===== config.mk =====
export PLATFORM = sky130hd
export DESIGN_NAME = rqba_queue
export DESIGN_NICKNAME = d
export VERILOG_FILES = /design/src/rqba_pkg.sv /design/src/rqba_queue.sv
export SDC_FILE = /design/constraint.sdc
export NUM_CORES = 1
export LEC_CHECK = 0
export ABC_CLOCK_PERIOD_IN_PS = 13700
export BUFFER_PORTS_ARGS = -buffer_cell sky130_fd_sc_hd__buf_2
export CELL_PAD_IN_SITES_DETAIL_PLACEMENT = 0
export CELL_PAD_IN_SITES_GLOBAL_PLACEMENT = 2
export CORE_MARGIN = 2
export CORE_UTILIZATION = 45
export DETAILED_ROUTE_END_ITERATION = 8
export GPL_ROUTABILITY_DRIVEN = 0
export PLACE_DENSITY_LB_ADDON = 0.1
export SLEW_MARGIN = 20
export SYNTH_ARGS = -nofsm -noshare
export SYNTH_HDL_FRONTEND = slang
export SYNTH_SLANG_ARGS = --single-unit

===== constraint.sdc =====
create_clock -name clk -period 13.7 [get_ports clk]
set_input_delay 3.425 -clock clk [delete_from_list [all_inputs] [get_ports clk]]
set_output_delay 3.425 -clock clk [all_outputs]
set_load 0.1 [all_outputs]

===== src/rqba_pkg.sv =====
// Shared types, widths, constants and arithmetic steps for the bend-angle estimator.
`default_nettype none
package rqba_pkg;

	localparam int QUAT_WIDTH   = 16;
	localparam int INT_FRAC     = 24;
	localparam int QFRAC        = QUAT_WIDTH - 2;
	localparam int UP_SH        = (QFRAC <= INT_FRAC) ? (INT_FRAC - QFRAC) : 0;
	localparam int DN_SH        = (QFRAC > INT_FRAC) ? (QFRAC - INT_FRAC) : 0;
	localparam int QT_W         = QUAT_WIDTH + UP_SH;
	localparam int Q24_W        = INT_FRAC + 2;
	localparam int P1_W         = 2 * Q24_W + 2;
	localparam int R_W          = P1_W - INT_FRAC;
	localparam int P2_W         = 2 * R_W + 2;
	localparam int E_W          = P2_W - INT_FRAC;
	localparam int C_W          = INT_FRAC + 2;
	localparam int C_ONE        = 1 << INT_FRAC;
	localparam int RAD_W        = 2 * INT_FRAC + 1;
	localparam int SQ_W         = RAD_W + 2;
	localparam int S_W          = INT_FRAC + 1;
	localparam int CX_W         = INT_FRAC + 4;
	localparam int ANG_FRAC     = 16;
	localparam int BEND_FRAC    = 12;
	localparam int Z_W          = ANG_FRAC + 4;
	localparam int PHI_W        = ANG_FRAC + 2;
	localparam int CORDIC_STEPS = 17;
	localparam int CI_W         = $clog2(CORDIC_STEPS + 2);
	localparam int HALF_PI_Q16  = 102944;
	localparam int PI_Q16       = 205887;
	localparam int DIV_SH       = ANG_FRAC - BEND_FRAC;
	localparam int DIVD_W       = S_W + DIV_SH;
	localparam int NUM_W        = E_W + PHI_W + 1;
	localparam int MAG_W        = NUM_W - 1;
	localparam int RATE_W       = 16;
	localparam int OUT_W        = 16;
	localparam int OUT_MAX      = (1 << (OUT_W - 1)) - 1;
	localparam int OUT_MIN      = -(1 << (OUT_W - 1));
	localparam int QB           = OUT_W - 1;
	localparam int DK_W         = $clog2(QB);
	localparam int QUEUE_DEPTH  = 4;

	typedef logic signed [QUAT_WIDTH-1:0] quat_t;
	typedef logic signed [Q24_W-1:0] q24_t;
	typedef logic signed [R_W-1:0] rel_t;
	typedef logic signed [E_W-1:0] ent_t;
	typedef logic signed [RATE_W-1:0] rate_t;

	typedef struct packed {
		ent_t               r7;
		ent_t               r2;
		logic signed [C_W-1:0] c;
		logic [RAD_W-1:0]   rad;
		rate_t              rate_x;
		rate_t              rate_y;
	} item_t;

	typedef struct packed {
		logic [SQ_W-1:0] n;
		logic [SQ_W-1:0] res;
		logic [SQ_W-1:0] bt;
	} sq_t;

	typedef struct packed {
		logic signed [CX_W-1:0] x;
		logic signed [CX_W-1:0] y;
		logic signed [Z_W-1:0]  z;
	} cx_t;

	typedef struct packed {
		logic [MAG_W-1:0] rem;
		logic [QB-1:0]    q;
	} dv_t;

	function automatic q24_t to_q24(input quat_t v);
		logic signed [QT_W-1:0] t;
		t = QT_W'(v);
		t = t <<< UP_SH;
		t = t >>> DN_SH;
		return Q24_W'(t);
	endfunction

	function automatic logic signed [2*Q24_W-1:0] mul_q(input q24_t a, input q24_t b);
		return a * b;
	endfunction

	function automatic logic signed [2*R_W-1:0] mul_r(input rel_t a, input rel_t b);
		return a * b;
	endfunction

	function automatic sq_t sqrt_step(input sq_t a);
		sq_t r;
		logic [SQ_W-1:0] t;
		r = a;
		t = a.res + a.bt;
		if (a.bt != '0) begin
			if (a.n >= t) begin
				r.n = a.n - t;
				r.res = (a.res >> 1) + a.bt;
			end else begin
				r.res = a.res >> 1;
			end
			r.bt = a.bt >> 2;
		end
		return r;
	endfunction

	function automatic logic signed [Z_W-1:0] atan_q16(input logic [CI_W-1:0] i);
		logic signed [Z_W-1:0] r;
		case (i)
			CI_W'(0):  r = Z_W'(51472);
			CI_W'(1):  r = Z_W'(30386);
			CI_W'(2):  r = Z_W'(16055);
			CI_W'(3):  r = Z_W'(8150);
			CI_W'(4):  r = Z_W'(4091);
			CI_W'(5):  r = Z_W'(2047);
			CI_W'(6):  r = Z_W'(1024);
			CI_W'(7):  r = Z_W'(512);
			CI_W'(8):  r = Z_W'(256);
			CI_W'(9):  r = Z_W'(128);
			CI_W'(10): r = Z_W'(64);
			CI_W'(11): r = Z_W'(32);
			CI_W'(12): r = Z_W'(16);
			CI_W'(13): r = Z_W'(8);
			CI_W'(14): r = Z_W'(4);
			CI_W'(15): r = Z_W'(2);
			CI_W'(16): r = Z_W'(1);
			default:   r = '0;
		endcase
		return r;
	endfunction

	function automatic cx_t cordic_step(input cx_t a, input logic [CI_W-1:0] i);
		cx_t r;
		logic signed [CX_W-1:0] dx;
		logic signed [CX_W-1:0] dy;
		r = a;
		dx = a.y >>> i;
		dy = a.x >>> i;
		if (a.y > 0) begin
			r.x = a.x + dx;
			r.y = a.y - dy;
			r.z = a.z + atan_q16(i);
		end else if (a.y < 0) begin
			r.x = a.x - dx;
			r.y = a.y + dy;
			r.z = a.z - atan_q16(i);
		end
		return r;
	endfunction

	function automatic dv_t div_step(input dv_t a, input logic [DIVD_W-1:0] d,
			input logic [DK_W-1:0] k);
		dv_t r;
		logic [MAG_W-1:0] sh;
		r = a;
		sh = MAG_W'(d) << k;
		if (a.rem >= sh) begin
			r.rem = a.rem - sh;
			r.q[k] = 1'b1;
		end
		return r;
	endfunction

endpackage
`default_nettype wire


===== src/rqba_queue.sv =====
// Short request queue between the front pipeline and the back sequencer.
`default_nettype none
module rqba_queue
	import rqba_pkg::*;
(
	input  wire logic  clk,
	input  wire logic  arst_n,
	input  wire logic  push,
	input  wire item_t push_data,
	output logic       full,
	input  wire logic  pop,
	output item_t      pop_data,
	output logic       nonempty
);

	localparam int PTR_W = $clog2(QUEUE_DEPTH);
	localparam int CNT_W = $clog2(QUEUE_DEPTH + 1);

	item_t mem_q [QUEUE_DEPTH];
	logic [PTR_W-1:0] wr_q, rd_q;
	logic [CNT_W-1:0] cnt_q;

	assign full = (cnt_q == CNT_W'(QUEUE_DEPTH));
	assign nonempty = (cnt_q != '0);
	assign pop_data = mem_q[rd_q];

	always_ff @(posedge clk or negedge arst_n) begin
		if (!arst_n) begin
			wr_q <= '0;
			rd_q <= '0;
			cnt_q <= '0;
		end else begin
			if (push) begin
				wr_q <= (wr_q == PTR_W'(QUEUE_DEPTH - 1)) ? '0 : PTR_W'(wr_q + 1'b1);
			end
			if (pop) begin
				rd_q <= (rd_q == PTR_W'(QUEUE_DEPTH - 1)) ? '0 : PTR_W'(rd_q + 1'b1);
			end
			if (push && !pop) begin
				cnt_q <= CNT_W'(cnt_q + 1'b1);
			end else if (pop && !push) begin
				cnt_q <= CNT_W'(cnt_q - 1'b1);
			end
		end
	end

	always_ff @(posedge clk) begin
		if (push) begin
			mem_q[wr_q] <= push_data;
		end
	end

endmodule
`default_nettype wire


==> summary.md <==
- **post-synth cell types** 20
- **Least-Margin Pin Slew** 1.12 ns
- **share of synthesized area occupied by flip-flops and latches** 0.826
- **all-layer global routing usage** 0.175
- **hold violation count in the final report** 0
- **final max-slew violation count** 0
- **data arrival at the endpoint of the critical path** 3.53 ns
- **post-layout min period** 6.95 ns
- **met2 Track Usage GR** 0.281
- **critical path endpoint category** output port
- **row count** 89
- **Clock Tree Root** sky130_fd_sc_hd__clkbuf_16
- **setup slack, reg-to-reg** 10.65 ns
- **total cell area at the placement stage** 29500 um2
- **# nets final** 1611
- **number of buffers on the longest clock path** 3
- **commonest cells after routing, fill and taps aside** sky130_fd_sc_hd__edfxtp_1, sky130_fd_sc_hd__buf_2, sky130_fd_sc_hd__mux4_2, sky130_fd_sc_hd__clkbuf_16
- **critical path cell sequence** buf_12 -> buf_16 -> mux4_2 -> buf_2
- **Final Cycle Share** 0.508
- **status** complete, no violations
- **asr flop ratio synth** 0.00947
- **sum of net half-perimeters after detailed placement** 31000 um
- **Layout Skew** 0.0170 ns
- **max-capacitance violation count** 0
- **worst setup path class** register to output port
- **initial antenna violation count** 15
- **FF+latch count, synth** 739
- **growth of design area from synthesis to finish** 19.1%
- **Max transition margin** 0.254
- **unrepaired setup endpoints after global routing** false
- **total of buffers placed on input and output ports** 371
- **worst-path fanout max** 80
- **Crit path largest cell delay** 0.98 ns
- **core area** 59000 um2
- **TritonCTS clock tree** built
- **Detailed Route Iter0 Violations** 563
- **met1 Track Usage GR** 0.229
- **leading cell type in the layout, fill and taps excluded** sky130_fd_sc_hd__edfxtp_1
- **number of buffers inserted by post-CTS setup repair** 0
- **Ys Warns** 0
- **grt met3 use** 0.0587
- **GRT overflow** 0
- **required time worst endpoint** 10.27 ns
- **depth of the worst register-to-register path** 5
- **Worst Path Buf+Inv** 3
- **drc violations** 0
- **number of sinks driven by the clock tree** 739
- **Area contributors post-synth** sky130_fd_sc_hd__edfxtp_1, sky130_fd_sc_hd__mux4_2, sky130_fd_sc_hd__buf_6
- **critical path's top delay family** buffers and inverters
- **Reg2Reg Launch Point** wr_q[1]
- **total nets after synthesis** 1187
- **area of combinational cells with multiple inputs** 4350 um2
- **cell taking the most area after synthesis** sky130_fd_sc_hd__edfxtp_1
- **Initial Util** 0.455
- **critical path startpoint** rd_q[0]
- **Cells after Synth** 993
- **vias in the first global route** 12.5k
- **Max stage delay cell, worst path** sky130_fd_sc_hd__dfrtp_4
- **number of buffers inserted for hold repair after clock tree synthesis** 0
- **FF-to-FF End** mem_q[1][110]
- **largest net degree at the start of global routing** 147
- **Hold Crit Class** register to register
- **via count** 11.8k
- **Skew-Pair Late Insertion Delay** 0.60 ns
- **post-CTS sizing** 0
- **Die Height** 248 um
- **post-CTS clock slew at the launch and capture registers of the worst setup and hold paths** 0.06 ns
- **floorplan die area** 61600 um2
- **global-route wire length before repair** 78800 um
- **launching element type of the critical path** register
- **clock buffers created by TritonCTS** 78
- **Horiz. Die Dim** 248 um
- **number of fill cells in the layout** 4620
- **number of endpoints failing setup at the final stage** 0
- **1st-pass router iterations** 6
- **timing-limited maximum frequency** 0.144 GHz
- **Setup TNS Final** 0 ns
- **synthesized area per cell** 27.0 um2
- **crit path to** pop_data[67]
- **number of flops mapped to enable cells by yosys** 732
- **busiest grt layer** met2
- **fraction of post-synthesis cell area in the top cell type by area** 0.819
- **Vias/cell** 5.27
- **share of layout cells above drive strength 1** 0.465
- **maximum level of the CTS H-tree** 3
- **overall routed net length** 53900 um
- **I/O Pins** 372
- **FF/Latch Area** 22200 um2
- **total standard cell area after synthesis** 26800 um2
- **dominant register cell in the synthesized netlist** sky130_fd_sc_hd__edfxtp_1
- **fin area** 32000 um2
- **logic depth of the worst setup path including buffers** 4
- **per-cell routed wire length** 24.0 um
- **Util after Layout** 0.541
- **number of antenna-violating nets in the routed design** 0
## worst register-to-register path: stages (launching register included)
cell and delay, ns:
sky130_fd_sc_hd__dfrtp_1 0.40, sky130_fd_sc_hd__inv_1 0.11, sky130_fd_sc_hd__ha_1 0.15, sky130_fd_sc_hd__and2_4 0.40, sky130_fd_sc_hd__buf_4 0.70, sky130_fd_sc_hd__buf_4 0.85
## cell families after synthesis
kind of cell | after synthesis | synth area share
flops | 739 | 0.826
mux | 186 | 0.155
buf+inv | 45 | 0.0124
simple gates | 11 | 0.00215
fa+ha+maj | 7 | 0.00354
xor+xnor | 3 | 0.000979
compound gates | 2 | 0.000373
## flip-flops by register name, summed over array words and instances, names as in the netlist
signal and count:
cnt_q 3, mem_q 732, rd_q 2, wr_q 2
## synthesized netlist by cell type, types with 2 or more instances
library cell               instances
sky130_fd_sc_hd__dfrtp_1           7
sky130_fd_sc_hd__inv_1             4
sky130_fd_sc_hd__mux4_2          183
sky130_fd_sc_hd__buf_2            18
sky130_fd_sc_hd__ha_1              6
sky130_fd_sc_hd__mux2_2            3
sky130_fd_sc_hd__buf_1             2
sky130_fd_sc_hd__o21ai_0           2
sky130_fd_sc_hd__nor2_1            3
sky130_fd_sc_hd__buf_4             2
sky130_fd_sc_hd__xor2_1            2
sky130_fd_sc_hd__and2_1            4
sky130_fd_sc_hd__nand2_1           2
sky130_fd_sc_hd__buf_6            18
sky130_fd_sc_hd__edfxtp_1        732
## worst min-delay path by stage
stage	to	from	cells after the start	slack (ns)
5_1_grt	cnt_q[2]	cnt_q[2]	1	0.53
4_1_cts	cnt_q[2]	cnt_q[2]	1	0.49
3_3_place_gp	cnt_q[2]	cnt_q[2]	1	0.47
2_1_floorplan	cnt_q[2]	cnt_q[2]	1	0.45
6_report	cnt_q[2]	cnt_q[2]	1	0.49
3_5_place_dp	cnt_q[2]	cnt_q[2]	1	0.47
## cell type report
| class | instances | share of cell area |
|---|---|---|
| well taps | 773 | 0.0303 |
| clock buffers | 97 | 0.0660 |
| diodes | 5 | 0.000392 |
| flip-flops and latches | 739 | 0.694 |
| clock inverters | 36 | 0.00924 |
| repair buffers | 385 | 0.0638 |
| inverters | 4 | 0.000470 |
| multi-input cells | 209 | 0.136 |
## stage by stage
step | hold slack (ns) | cells | setup WS (ns)
2_1_floorplan | 0.449 | 993 | 5.55
3_3_place_gp | 0.475 | 2108 | 7.17
3_5_place_dp | 0.473 | 2108 | 7.21
4_1_cts | 0.486 | 2241 | 6.54
5_1_grt | 0.530 | 2245 | 6.43
6_report | 0.489 | 2248 | 6.75
## per-layer routing
metal	part of all wire	vias up
li1	-	5182
met1	0.40	6267
met2	0.50	282
met3	0.080	87
met4	0.016	24
met5	0.0031	-
Power is not shown: default switching activity piles up to over one toggle a cycle in this logic, so the estimate is an artifact.
